**src/hw/rtl/lmsc_pkg.sv**
```systemverilog
// ----------------------------------------------------------------------------
// LED matrix sample and channel map: shared types and constants
// Payload types of both channels, the geometry view, the queue entry and codes.
// ----------------------------------------------------------------------------
package lmsc_pkg;

   localparam int MAX_DIM     = 64;
   localparam int CSR_INDEX_W = 3;
   localparam int CSR_DATA_W  = 12;
   localparam int DIV_W       = 12;
   localparam int DIV_STEPS   = DIV_W;
   localparam int QUEUE_DEPTH = 2;

   typedef enum logic [CSR_INDEX_W-1:0] {
      CSR_ADDRESS_MODE   = 3'd0,
      CSR_MATRIX_COLUMNS = 3'd1,
      CSR_MATRIX_ROWS    = 3'd2,
      CSR_START_CHANNEL  = 3'd3,
      CSR_FRAME_WIDTH    = 3'd4,
      CSR_FRAME_HEIGHT   = 3'd5
   } csr_index_type;

   typedef enum logic [1:0] {
      MODE_SNAKE_BL = 2'd0,
      MODE_SNAKE_TR = 2'd1,
      MODE_SNAKE_TL = 2'd2,
      MODE_FOUR_DOT = 2'd3
   } address_mode_type;

   typedef enum logic [1:0] {
      GEO_LOAD   = 2'd0,
      GEO_DIVIDE = 2'd1,
      GEO_READY  = 2'd2
   } geo_state_type;

   typedef enum logic [1:0] {
      DIV_CELL_W   = 2'd0,
      DIV_CELL_H   = 2'd1,
      DIV_MARGIN_X = 2'd2,
      DIV_MARGIN_Y = 2'd3
   } div_phase_type;

   typedef struct packed {
      logic [5:0] cell_column;
      logic [5:0] cell_row;
   } req_payload_type;

   typedef struct packed {
      logic [11:0] sample_x;
      logic [11:0] sample_y;
      logic [23:0] pixel_index;
      logic [13:0] dmx_channel;
      logic        past_universe;
      logic        bad_geometry;
   } rsp_payload_type;

   typedef struct packed {
      logic             ready;
      address_mode_type mode;
      logic [6:0]       cols;
      logic [6:0]       rows;
      logic [8:0]       start;
      logic [11:0]      frame_width;
      logic [11:0]      tile;
      logic [10:0]      left;
      logic [10:0]      bottom;
   } geom_type;

   typedef struct packed {
      logic [23:0]        sx;
      logic [23:0]        sy;
      logic signed [13:0] offset;
      logic               bad;
   } work_type;

endpackage

```
**src/hw/rtl/lmsc_stream_if.sv**
```systemverilog
// ----------------------------------------------------------------------------
// LED matrix sample and channel map: stream channel
// Valid and ready handshake with a typed payload; one beat per accepting edge.
// ----------------------------------------------------------------------------
interface lmsc_stream_if #(
   parameter type payload_type = logic
);
   logic        valid;
   logic        ready;
   payload_type payload;

   modport source (output valid, output payload, input ready);
   modport sink   (input valid, input payload, output ready);
endinterface

```
**src/hw/rtl/led_matrix_sample_and_channel_map_top.sv**
```systemverilog
// ----------------------------------------------------------------------------
// LED matrix sample and channel map: top level
// Each accepted cell beat passes through the work queue and then the output register.
// Throughput: one beat per cycle while the geometry is ready, limited otherwise only by
// the output side taking results. After reset and every register write, req_chan.ready
// stays low while the shared divider derives tile size and margins in four divisions.
// Reset is synchronous; it restores the register defaults and empties the queue.
// ----------------------------------------------------------------------------
module led_matrix_sample_and_channel_map_top (
   input  logic                                clock,
   input  logic                                reset,
   lmsc_stream_if.sink                         req_chan,
   lmsc_stream_if.source                       rsp_chan,
   input  logic                                csr_we,
   input  logic [lmsc_pkg::CSR_INDEX_W-1:0]    csr_index,
   input  logic [lmsc_pkg::CSR_DATA_W-1:0]     csr_wdata
);
   import lmsc_pkg::*;

   geom_type geom;
   work_type work;
   work_type head;
   logic     head_valid;
   logic     full;
   logic     push;
   logic     pop;

   lmsc_geometry u_geometry (
      .clock     (clock),
      .reset     (reset),
      .csr_we    (csr_we),
      .csr_index (csr_index),
      .csr_wdata (csr_wdata),
      .geom      (geom)
   );

   assign req_chan.ready = geom.ready && !full;
   assign push           = req_chan.valid && req_chan.ready;

   lmsc_front u_front (
      .req_payload (req_chan.payload),
      .geom        (geom),
      .work        (work)
   );

   lmsc_queue u_queue (
      .clock      (clock),
      .reset      (reset),
      .push       (push),
      .push_data  (work),
      .pop        (pop),
      .head       (head),
      .head_valid (head_valid),
      .full       (full)
   );

   lmsc_back u_back (
      .clock      (clock),
      .reset      (reset),
      .head       (head),
      .head_valid (head_valid),
      .geom       (geom),
      .pop        (pop),
      .rsp_chan   (rsp_chan)
   );

endmodule

```
**src/hw/rtl/lmsc_geometry.sv**
```systemverilog
// ----------------------------------------------------------------------------
// LED matrix sample and channel map: geometry unit
// Holds the control registers and derives tile size and margins with a
// shared restoring divider whenever the registers change.
// ----------------------------------------------------------------------------
module lmsc_geometry (
   input  logic                                clock,
   input  logic                                reset,
   input  logic                                csr_we,
   input  logic [lmsc_pkg::CSR_INDEX_W-1:0]    csr_index,
   input  logic [lmsc_pkg::CSR_DATA_W-1:0]     csr_wdata,
   output lmsc_pkg::geom_type                  geom
);
   import lmsc_pkg::*;

   address_mode_type mode_ff;
   logic [6:0]       cols_ff;
   logic [6:0]       rows_ff;
   logic [8:0]       start_ff;
   logic [11:0]      fw_ff;
   logic [11:0]      fh_ff;

   geo_state_type    state_ff, state_in;
   div_phase_type    phase_ff, phase_in;
   logic [3:0]       count_ff, count_in;
   logic [DIV_W-1:0] rem_ff, rem_in;
   logic [DIV_W-1:0] quo_ff, quo_in;
   logic [DIV_W-1:0] div_ff, div_in;
   logic [11:0]      cw_ff, cw_in;
   logic [11:0]      tile_ff, tile_in;
   logic [10:0]      left_ff, left_in;
   logic [10:0]      bottom_ff, bottom_in;

   logic [6:0]       cols_sat;
   logic [6:0]       rows_sat;
   logic [DIV_W:0]   shift_w;
   logic [DIV_W+1:0] trial_w;
   logic             fits_w;
   logic [DIV_W-1:0] rem_next;
   logic [DIV_W-1:0] quo_next;

   assign cols_sat = (cols_ff > 7'(MAX_DIM)) ? 7'(MAX_DIM) : cols_ff;
   assign rows_sat = (rows_ff > 7'(MAX_DIM)) ? 7'(MAX_DIM) : rows_ff;

   always_ff @(posedge clock) begin
      if (reset) begin
         mode_ff  <= MODE_SNAKE_BL;
         cols_ff  <= 7'd8;
         rows_ff  <= 7'd8;
         start_ff <= 9'd1;
         fw_ff    <= 12'd800;
         fh_ff    <= 12'd600;
      end else if (csr_we) begin
         unique case (csr_index)
            CSR_ADDRESS_MODE:   mode_ff  <= address_mode_type'(csr_wdata[1:0]);
            CSR_MATRIX_COLUMNS: cols_ff  <= csr_wdata[6:0];
            CSR_MATRIX_ROWS:    rows_ff  <= csr_wdata[6:0];
            CSR_START_CHANNEL:  start_ff <= csr_wdata[8:0];
            CSR_FRAME_WIDTH:    fw_ff    <= csr_wdata[11:0];
            CSR_FRAME_HEIGHT:   fh_ff    <= csr_wdata[11:0];
            default: begin
            end
         endcase
      end
   end

   assign shift_w  = {rem_ff, quo_ff[DIV_W-1]};
   assign trial_w  = {1'b0, shift_w} - {2'b00, div_ff};
   assign fits_w   = !trial_w[DIV_W+1];
   assign rem_next = fits_w ? trial_w[DIV_W-1:0] : shift_w[DIV_W-1:0];
   assign quo_next = {quo_ff[DIV_W-2:0], fits_w};

   always_ff @(posedge clock) begin
      if (reset) begin
         state_ff <= GEO_LOAD;
         phase_ff <= DIV_CELL_W;
      end else begin
         state_ff <= state_in;
         phase_ff <= phase_in;
      end
   end

   always_ff @(posedge clock) begin
      count_ff  <= count_in;
      rem_ff    <= rem_in;
      quo_ff    <= quo_in;
      div_ff    <= div_in;
      cw_ff     <= cw_in;
      tile_ff   <= tile_in;
      left_ff   <= left_in;
      bottom_ff <= bottom_in;
   end

   always_comb begin
      state_in  = state_ff;
      phase_in  = phase_ff;
      count_in  = count_ff;
      rem_in    = rem_ff;
      quo_in    = quo_ff;
      div_in    = div_ff;
      cw_in     = cw_ff;
      tile_in   = tile_ff;
      left_in   = left_ff;
      bottom_in = bottom_ff;
      unique case (state_ff)
         GEO_LOAD: begin
            rem_in   = '0;
            count_in = '0;
            state_in = GEO_DIVIDE;
            unique case (phase_ff)
               DIV_CELL_W: begin
                  quo_in = fw_ff;
                  div_in = {5'd0, cols_sat};
               end
               DIV_CELL_H: begin
                  quo_in = fh_ff;
                  div_in = {5'd0, rows_sat};
               end
               DIV_MARGIN_X: begin
                  quo_in = fw_ff;
                  div_in = tile_ff;
               end
               DIV_MARGIN_Y: begin
                  quo_in = fh_ff;
                  div_in = tile_ff;
               end
            endcase
         end
         GEO_DIVIDE: begin
            rem_in   = rem_next;
            quo_in   = quo_next;
            count_in = count_ff + 4'd1;
            if (count_ff == 4'(DIV_STEPS - 1)) begin
               unique case (phase_ff)
                  DIV_CELL_W: cw_in = quo_next;
                  DIV_CELL_H: begin
                     if (cols_sat == 7'd0 || rows_sat == 7'd0) begin
                        tile_in = '0;
                     end else begin
                        tile_in = (cw_ff < quo_next) ? cw_ff : quo_next;
                     end
                  end
                  DIV_MARGIN_X: left_in   = rem_next[DIV_W-1:1];
                  DIV_MARGIN_Y: bottom_in = rem_next[DIV_W-1:1];
               endcase
               if (phase_ff == DIV_MARGIN_Y) begin
                  state_in = GEO_READY;
               end else begin
                  phase_in = div_phase_type'(phase_ff + 2'd1);
                  state_in = GEO_LOAD;
               end
            end
         end
         GEO_READY: begin
         end
         default: state_in = GEO_LOAD;
      endcase
      if (csr_we) begin
         state_in = GEO_LOAD;
         phase_in = DIV_CELL_W;
      end
   end

   assign geom.ready       = (state_ff == GEO_READY);
   assign geom.mode        = mode_ff;
   assign geom.cols        = cols_sat;
   assign geom.rows        = rows_sat;
   assign geom.start       = start_ff;
   assign geom.frame_width = fw_ff;
   assign geom.tile        = tile_ff;
   assign geom.left        = left_ff;
   assign geom.bottom      = bottom_ff;

endmodule

```
**src/hw/rtl/lmsc_front.sv**
```systemverilog
// ----------------------------------------------------------------------------
// LED matrix sample and channel map: front end
// Classifies a cell beat by wiring order, forms the wiring offset and the
// sample coordinates, and hands them to the queue.
// ----------------------------------------------------------------------------
module lmsc_front (
   input  lmsc_pkg::req_payload_type req_payload,
   input  lmsc_pkg::geom_type        geom,
   output lmsc_pkg::work_type        work
);
   import lmsc_pkg::*;

   logic [5:0]         x;
   logic [5:0]         y;
   logic [17:0]        x_tile_w;
   logic [17:0]        y_tile_w;
   logic signed [8:0]  x_s;
   logic signed [8:0]  y_s;
   logic signed [8:0]  cols_s;
   logic signed [8:0]  rows_s;
   logic signed [8:0]  half_s;
   logic signed [8:0]  xh_s;
   logic signed [8:0]  row_term;
   logic signed [8:0]  mult_b;
   logic signed [8:0]  col_term;
   logic signed [15:0] prod_w;
   logic signed [15:0] seg_w;
   logic [1:0]         local_w;
   logic               flip_w;
   logic               bad_w;

   assign x = req_payload.cell_column;
   assign y = req_payload.cell_row;

   assign x_s    = $signed({3'd0, x});
   assign y_s    = $signed({3'd0, y});
   assign cols_s = $signed({2'd0, geom.cols});
   assign rows_s = $signed({2'd0, geom.rows});
   assign half_s = $signed({3'd0, geom.cols[6:1]});
   assign xh_s   = $signed({4'd0, x[5:1]});

   always_comb begin
      flip_w   = 1'b0;
      row_term = y_s;
      mult_b   = cols_s;
      col_term = x_s;
      local_w  = 2'd0;
      unique case (geom.mode)
         MODE_SNAKE_BL: begin
            col_term = y[0] ? (cols_s - 9'sd1 - x_s) : x_s;
         end
         MODE_SNAKE_TR, MODE_SNAKE_TL: begin
            flip_w   = (geom.mode == MODE_SNAKE_TR) ? (geom.rows[0] ^ y[0])
                                                    : !(geom.rows[0] ^ y[0]);
            row_term = rows_s - y_s - 9'sd1;
            col_term = flip_w ? (cols_s - x_s - 9'sd1) : x_s;
         end
         MODE_FOUR_DOT: begin
            row_term = $signed({4'd0, y[5:1]});
            mult_b   = half_s;
            col_term = y[1] ? (half_s - 9'sd1 - xh_s) : xh_s;
            if (y[1]) begin
               local_w = x[0] ? (2'd1 - {1'b0, y[0]}) : (2'd2 + {1'b0, y[0]});
            end else begin
               local_w = x[0] ? (2'd3 - {1'b0, y[0]}) : {1'b0, y[0]};
            end
         end
      endcase
   end

   assign prod_w = 16'(row_term) * 16'(mult_b);
   assign seg_w  = prod_w + 16'(col_term);

   assign x_tile_w = {12'd0, x} * {6'd0, geom.tile};
   assign y_tile_w = {12'd0, y} * {6'd0, geom.tile};
   assign bad_w    = (geom.tile == 12'd0);

   always_comb begin
      work.bad = bad_w;
      if (geom.mode == MODE_FOUR_DOT) begin
         work.offset = 14'((seg_w <<< 2) + $signed({14'd0, local_w}));
      end else begin
         work.offset = 14'(seg_w);
      end
      if (bad_w) begin
         work.sx = '0;
         work.sy = '0;
      end else begin
         work.sx = 24'(geom.left) + 24'(x_tile_w) + 24'(geom.tile[11:1]);
         work.sy = 24'(geom.bottom) + 24'(y_tile_w) + 24'(geom.tile[11:1]);
      end
   end

endmodule

```
**src/hw/rtl/lmsc_queue.sv**
```systemverilog
// ----------------------------------------------------------------------------
// LED matrix sample and channel map: work queue
// Short first-in first-out buffer between the front end and the back end.
// ----------------------------------------------------------------------------
module lmsc_queue (
   input  logic               clock,
   input  logic               reset,
   input  logic               push,
   input  lmsc_pkg::work_type push_data,
   input  logic               pop,
   output lmsc_pkg::work_type head,
   output logic               head_valid,
   output logic               full
);
   import lmsc_pkg::*;

   localparam int PTR_W = $clog2(QUEUE_DEPTH);

   work_type             store_ff [QUEUE_DEPTH];
   logic [PTR_W-1:0]     wr_ptr_ff, wr_ptr_in;
   logic [PTR_W-1:0]     rd_ptr_ff, rd_ptr_in;
   logic [PTR_W:0]       count_ff, count_in;

   always_comb begin
      wr_ptr_in = wr_ptr_ff;
      rd_ptr_in = rd_ptr_ff;
      count_in  = count_ff;
      if (push) begin
         wr_ptr_in = (wr_ptr_ff == PTR_W'(QUEUE_DEPTH - 1)) ? '0 : wr_ptr_ff + 1'b1;
      end
      if (pop) begin
         rd_ptr_in = (rd_ptr_ff == PTR_W'(QUEUE_DEPTH - 1)) ? '0 : rd_ptr_ff + 1'b1;
      end
      if (push && !pop) begin
         count_in = count_ff + (PTR_W+1)'(1);
      end else if (pop && !push) begin
         count_in = count_ff - (PTR_W+1)'(1);
      end
   end

   always_ff @(posedge clock) begin
      if (reset) begin
         wr_ptr_ff <= '0;
         rd_ptr_ff <= '0;
         count_ff  <= '0;
      end else begin
         wr_ptr_ff <= wr_ptr_in;
         rd_ptr_ff <= rd_ptr_in;
         count_ff  <= count_in;
      end
   end

   always_ff @(posedge clock) begin
      if (push) begin
         store_ff[wr_ptr_ff] <= push_data;
      end
   end

   assign head       = store_ff[rd_ptr_ff];
   assign head_valid = (count_ff != '0);
   assign full       = (count_ff == (PTR_W+1)'(QUEUE_DEPTH));

endmodule

```
**src/hw/rtl/lmsc_back.sv**
```systemverilog
// ----------------------------------------------------------------------------
// LED matrix sample and channel map: back end
// Forms the linear pixel index and the DMX channel of a queued beat and
// holds the result in the output register until it is taken.
// ----------------------------------------------------------------------------
module lmsc_back (
   input  logic                  clock,
   input  logic                  reset,
   input  lmsc_pkg::work_type    head,
   input  logic                  head_valid,
   input  lmsc_pkg::geom_type    geom,
   output logic                  pop,
   lmsc_stream_if.source         rsp_chan
);
   import lmsc_pkg::*;

   logic               valid_ff, valid_in;
   rsp_payload_type    payload_ff;
   rsp_payload_type    payload_in;
   logic signed [15:0] off_w;
   logic signed [15:0] chan_w;
   logic [23:0]        pix_w;

   assign pop = head_valid && (!valid_ff || rsp_chan.ready);

   assign off_w  = {{2{head.offset[13]}}, head.offset};
   assign chan_w = $signed({7'd0, geom.start}) + (off_w <<< 1) + off_w;
   assign pix_w  = head.sy * {12'd0, geom.frame_width} + head.sx;

   always_comb begin
      payload_in.sample_x      = head.sx[11:0];
      payload_in.sample_y      = head.sy[11:0];
      payload_in.pixel_index   = pix_w;
      payload_in.dmx_channel   = chan_w[13:0];
      payload_in.past_universe = (chan_w < 16'sd0) || (chan_w > 16'sd510);
      payload_in.bad_geometry  = head.bad;
      valid_in = pop || (valid_ff && !rsp_chan.ready);
   end

   always_ff @(posedge clock) begin
      if (reset) begin
         valid_ff <= 1'b0;
      end else begin
         valid_ff <= valid_in;
      end
   end

   always_ff @(posedge clock) begin
      if (pop) begin
         payload_ff <= payload_in;
      end
   end

   assign rsp_chan.valid   = valid_ff;
   assign rsp_chan.payload = payload_ff;

endmodule

```
**src/flat_wrapper.sv**
```systemverilog
// flat-port wrapper written by rule: the top's interface ports become plain ports
module led_matrix_sample_and_channel_map_top_flat import lmsc_pkg::*;
  (clock, reset, csr_we, csr_index, csr_wdata, req_chan_valid, req_chan_payload, req_chan_ready, rsp_chan_valid, rsp_chan_payload, rsp_chan_ready);
  lmsc_stream_if #(.payload_type(req_payload_type)) req_chan_i ();
  lmsc_stream_if #(.payload_type(rsp_payload_type)) rsp_chan_i ();
  input  logic clock;
  input  logic reset;
  input  logic csr_we;
  input  logic [lmsc_pkg::CSR_INDEX_W-1:0] csr_index;
  input  logic [lmsc_pkg::CSR_DATA_W-1:0] csr_wdata;
  input wire logic [$bits(req_chan_i.valid)-1:0] req_chan_valid;
  input wire logic [$bits(req_chan_i.payload)-1:0] req_chan_payload;
  output wire logic [$bits(req_chan_i.ready)-1:0] req_chan_ready;
  output wire logic [$bits(rsp_chan_i.valid)-1:0] rsp_chan_valid;
  output wire logic [$bits(rsp_chan_i.payload)-1:0] rsp_chan_payload;
  input wire logic [$bits(rsp_chan_i.ready)-1:0] rsp_chan_ready;
  assign req_chan_i.valid = req_chan_valid;
  assign req_chan_i.payload = req_chan_payload;
  assign req_chan_ready = req_chan_i.ready;
  assign rsp_chan_valid = rsp_chan_i.valid;
  assign rsp_chan_payload = rsp_chan_i.payload;
  assign rsp_chan_i.ready = rsp_chan_ready;
  led_matrix_sample_and_channel_map_top u_core (.clock(clock), .reset(reset), .req_chan(req_chan_i), .rsp_chan(rsp_chan_i), .csr_we(csr_we), .csr_index(csr_index), .csr_wdata(csr_wdata));
endmodule
```
**config.mk**
```make
export PLATFORM = sky130hd
export DESIGN_NAME = led_matrix_sample_and_channel_map_top_flat
export DESIGN_NICKNAME = d
export VERILOG_FILES = /design/src/hw/rtl/lmsc_pkg.sv /design/src/hw/rtl/lmsc_stream_if.sv /design/src/hw/rtl/led_matrix_sample_and_channel_map_top.sv /design/src/hw/rtl/lmsc_geometry.sv /design/src/hw/rtl/lmsc_front.sv /design/src/hw/rtl/lmsc_queue.sv /design/src/hw/rtl/lmsc_back.sv /design/src/flat_wrapper.sv
export SDC_FILE = /design/constraint.sdc
export NUM_CORES = 2
export LEC_CHECK = 0
export ABC_AREA = 1
export BUFFER_PORTS_ARGS = -buffer_cell sky130_fd_sc_hd__buf_2
export CORE_MARGIN = 4
export CORE_UTILIZATION = 30
export CTS_CLUSTER_DIAMETER = 150
export DETAILED_ROUTE_END_ITERATION = 6
export HOLD_SLACK_MARGIN = 0.06
export PLACE_DENSITY_LB_ADDON = 0.3
export SLEW_MARGIN = 25
export SYNTH_ARGS = -nofsm -noshare
export SYNTH_HDL_FRONTEND = slang
export SYNTH_SLANG_ARGS = --single-unit
```
**constraint.sdc**
```tcl
create_clock -name clock -period 12.8 [get_ports clock]
set_input_delay 0.64 -clock clock [delete_from_list [all_inputs] [get_ports clock]]
set_output_delay 0.64 -clock clock [all_outputs]
set_load 0.02 [all_outputs]
```
### After elaboration in Yosys (flattened, before gate mapping)

Memory sizes are Yosys's and may differ from the RTL's. A register that Yosys moved wholly into a read port is not among the register bits.
Index checks and enable logic that the tools add are counted.

* register bits: 208
* RAM bits: 118
* input port bits: 32
* output and inout bits: 66
* word-level logic and storage cells: 159
* memories: 1

Memories
* u_core.u_queue.store_ff: depth 2, width 59, rd ports 1, clocked after memory_dff 1, write ports 1, line lmsc_queue.sv:19 `work_type store_ff [QUEUE_DEPTH];`

* add/subtract/negate cells: 27
* multipliers: 4
* magnitude comparators: 5
* equality and inequality tests: 16
* multiplexer cells: 33
* bitwise gates (word level): 3
* reductions and logical operators: 44

Operators with widths (count)
* $pmux W12 S2: 3
* $mux W44: 1
* $add A19 B11 Y20: 2
* $add A11 B18 Y19: 2
* $mul A6 B12 Y18: 2
* $pmux W12 S3: 1
* $mux W9: 3
* $pmux W9 S3: 1
* $add A24 B24 Y24: 1
* $mul A24 B12 Y24: 1
* $mux W12: 2
* $sub A7 B6 Y8: 3
* $mux W7: 3
* $pmux W9 S2: 1
* $sub A8 B2 Y9 const B: 2
* $add A10 B15 Y16: 1
* $add A16 B14 Y16: 1
* $gt A16 B10 Y1 const B: 1
* $lt A16 B1 Y1 const B: 1
* $mux W2: 8
* $reduce_and A3 Y1: 5
* $add A14 B3 Y14: 1
* $add A14 B9 Y14: 1
* $gt A7 B7 Y1 const B: 2
* 36 further kinds: 83

### Logic depth before layout (Yosys ltp)

* depth after elaboration: 10
* gate-level depth with buffers: 39
* mapped depth without buffers: 38

### By module

Synthesis repeated with hierarchy kept, for this count alone.

* cell total of the unflattened synthesis: 3840
* area, all modules: 33078.0 um^2

Modules (own cells, without submodules)
* lmsc_front: instances 1, cells an instance 1589, area each 10859.2 um^2, sequential area each 0.0 um^2
* lmsc_back: instances 1, cells an instance 1264, area each 10500.1 um^2, sequential area each 1941.9 um^2
* lmsc_geometry: instances 1, cells an instance 753, area each 6618.8 um^2, sequential area each 3643.5 um^2
* lmsc_queue: instances 1, cells an instance 229, area each 5076.1 um^2, sequential area each 3883.7 um^2
* led_matrix_sample_and_channel_map_top: instances 1, cells an instance 5, area each 23.8 um^2, sequential area each 0.0 um^2

### Worst setup path before layout

Ideal clock, no wire load.

* path kind: register -> register
* start point: register u_core.u_geometry.cols_ff[6]
* end point: memory u_core.u_queue.store_ff[0][14] (netlist name), data pin
* library setup time: 257 ps
* arrival: 6139 ps
* data required time: 12543 ps
* slack: 6404 ps
* cell stages (with the launch flop): 33
* path buffers: 0
* period minus slack after synthesis: 6396 ps
* cell sequence: dfxtp_1 clkinv_1 nand2_1 ha_1 xor2_1 ha_1 nand2_1 nand2_1 a21oi_1 nor2_1 o21ai_0 nand2_1 o311ai_0 nand3_1 fa_1 inv_1 fa_1 inv_1 fa_1 fa_1 inv_1 ha_1 inv_1 o21ai_0 a31oi_1 nand3_1 nand2_1 a21o_1 nand2_1 inv_1 nand3_1 nand3_1 nand2_1

RTL lines
* start: declaration: line lmsc_geometry.sv:17 `logic [6:0] cols_ff;`
* start signal: assignment: line lmsc_geometry.sv:56 `CSR_MATRIX_COLUMNS: cols_ff <= csr_wdata[6:0];`
* end: declaration: line lmsc_queue.sv:19

==> impl_metrics.toml <==
[run_status]
status = "finished, final reports clean"

[clock_network]
post_cts_resized = 0
tritoncts = "yes"
clock_sinks = 319
postCtsHoldBufs = 0
clk_pin_slew_ns = 0.06
clockRootBuffer = "clkbuf_16"
htreeDepth = 2
cts_buffer_depth = 3
cts_setup_buffers = 0
insertion_delay_ns = 0.59
cts_buffers = 41

[sta]
setup_ws_ns = 5.538
rsz0062_at_grt = "no"
fin_crit_ns = 7.262
period_share = 0.5674
maxSlewHeadroom = 0.2878
finalClockSkew_ns = 0.02904
maxSlewViolCount = 0
setup_violations = 0
max_clock_freq_ghz = 0.1377
finalSetupTns_ns = 0
tightestPinTransition_ns = 1.067
final_hold_viol_count = 0

[die]
die_w_microns = 327.6
fp.dieH_microns = 327.6
dieArea_sq_mm = 0.1073
core_region_area_sq_mm = 0.1007
fp-row-count = 116
start_util = 0.3042
pin_count = 98

[synth]
seq_area_frac_synth = 0.2934
ys_warn_count = 0
syn_nets = 4173
avgSynthCellArea_sq_um = 8.648
ys.flop_type = "edfxtp_1"
async_flop_share = 0
ys_types = 53
synth_edf_count = 260
synth-seq-cells = 319
synth_cells = 3543
netlist_area_sq_mm = 0.03064

[placement]
hpwl_microns = 68770
port-buffer-count = 97
place_ws_ns = 5.544
place_congestion = 0.8598

[critical_path]
path_max_fanout = 10
end_kind = "flip-flop"
crit_top_cell = "nand2_1"
r2r_slack_ns = 5.54
r2r_cells = 32
max_stage_delay_ns = 0.66
startpoint_type = "flip-flop"
cp.arrival_ns = 7.58
cpMaxStageDelayCell = "fa_1"
critical_path_class = "flip-flop to flip-flop"
crit_required_ns = 13.11

[power]
p_leak_nw = 16.34
power_density_mw_per_mm2 = 239.9
vdd_drop_max_v = 0.0002870

[routing]
wl_microns = 86850
wl_met2_microns = 38030
final_antenna_net_count = 0
drcViolationCount = 0
met1_length_microns = 39620
highest-signal-layer = "met5"
post_drt_wl_per_cell_microns = 17.36
drtIter0Drc = 1479
vias = 23130
drtPass1Iterations = 5
wl_met3_microns = 6035
via_per_inst = 4.623

[finish]
postLayoutCoreUtil = 0.3373
area_growth_pct = 10.89
mostFrequentLayoutCell = "inv_1"
regArea_sq_mm = 0.008990
layout_common_cells = "inv_1, nand2_1, fa_1"
fill_cells = 10640
final_layout_size_suffix_gt1_frac = 0.06553
multi_input_area_sq_mm = 0.01841
diodes = 0
nNetsFinal = 4244

[global_route]
grt_pass1_vias = 23310
grt_max_degree = 64
grt_pass1_wl_microns = 134600
gr-usage-all-layers = 0.1615
overflow = 0
antenna_found_initial = 11

[worst_hold_path]
hold_class = "input pin to flip-flop"
whs_path_depth = 2

[flow_run]
cap_violations = 0
cells in the mapped netlist, types with 13 or more instances:
| master | count | area, sq um |
|---|---|---|
| nand4_1 | 13 | 81.33 |
| o21bai_1 | 15 | 112.6 |
| o21ai_0 | 164 | 820.8 |
| nor2_1 | 308 | 1156 |
| inv_1 | 752 | 2823 |
| clkbuf_1 | 77 | 289.0 |
| dfxtp_1 | 59 | 1181 |
| edfxtp_1 | 260 | 7807 |
| nand2_1 | 741 | 2781 |
| fa_1 | 360 | 7207 |
| nand3_1 | 91 | 455.4 |
| o211ai_1 | 23 | 172.7 |
| or2_2 | 24 | 150.1 |
| clkinv_1 | 19 | 71.32 |
| xor2_1 | 58 | 508.0 |
| o21ai_1 | 17 | 85.08 |
| ha_1 | 238 | 2978 |
| xnor2_1 | 31 | 271.5 |
| a21oi_1 | 167 | 835.8 |
| nor3_1 | 27 | 135.1 |
logic make-up (layout without fill, tap and decap cells):
family | Yosys count | in the layout | share of synthesized area
AO/OA/AOI/OAI | 438 | 438 | 0.07946
XOR/XNOR | 89 | 89 | 0.02544
buffers and inverters | 864 | 968 | 0.1066
flip-flops | 319 | 319 | 0.2934
adder cells (fa/ha/maj) | 598 | 598 | 0.3324
AND/OR/NAND/NOR | 1235 | 1235 | 0.1627
state kept, by name, summed over array words and instances, names as in the netlist, 4 cells and up, named ones only:
name                            cells
u_core.u_geometry.start_ff          9
u_core.u_back.rsp_chan.payload     64
u_core.u_geometry.quo_ff           12
u_core.u_queue.store_ff           110
u_core.u_geometry.fh_ff            12
u_core.u_geometry.left_ff          11
u_core.u_geometry.cols_ff           7
u_core.u_geometry.tile_ff          12
u_core.u_geometry.cw_ff            12
u_core.u_geometry.rows_ff           7
u_core.u_geometry.count_ff          4
u_core.u_geometry.bottom_ff        11
u_core.u_geometry.div_ff           12
u_core.u_geometry.fw_ff            12
u_core.u_geometry.rem_ff           12
per-stage QoR:
step / hold WS [ns] / cells / power [mW] / area, sq um
6_report: 0.2434 / 5004 / 8.150 / 33980
5_1_grt: 0.2194 / 5004 / 9.015 / 33980
4_1_cts: 0.2119 / 5004 / 8.255 / 33980
3_5_place_dp: 0.4434 / 4928 / 7.062 / 32640
3_3_place_gp: 0.4344 / 4928 / 7.027 / 32640
2_1_floorplan: 0.4261 / 3543 / 5.535 / 30640
worst max-delay path: cells and delay by family (launching register included):
kind | cells | cell delay (ns)
XOR/XNOR | 1 | 0.16
AND/OR/NAND/NOR | 12 | 1.41
adder cells (fa/ha/maj) | 7 | 3.20
AO/OA/AOI/OAI | 6 | 1.07
buffers and inverters | 6 | 0.73
flip-flops | 1 | 0.44
power breakdown:
part           switching [mW]  internal [mW]
Sequential             0.0577           1.61
Combinational            3.43           1.91
Clock                   0.477          0.660
Total                    3.97           4.18
routing by layer:
metal	vias to the layer above	track usage
met5	-	0
met4	8	0.05311
met3	151	0.03265
met2	649	0.2543
met1	11160	0.2229
li1	11170	-
final timing paths:
check,from,endpoint
max reg2reg,u_core.u_geometry.cols_ff[6],u_core.u_queue.store_ff[1][14]
min,reset,u_core.u_back.rsp_chan.valid
max,u_core.u_geometry.cols_ff[6],u_core.u_queue.store_ff[1][14]
min reg2reg,u_core.u_queue.rd_ptr_ff,flip-flop
area by class of cell:
cell class	count	share of cell area
tap	1357	0.04997
sequential	319	0.2646
timing repair buffer	117	0.01871
clock inverter	21	0.005376
inverter	775	0.08573
multi-input combinational	2360	0.5418
clock buffer	55	0.03388
(Power assumes the default switching activity.)
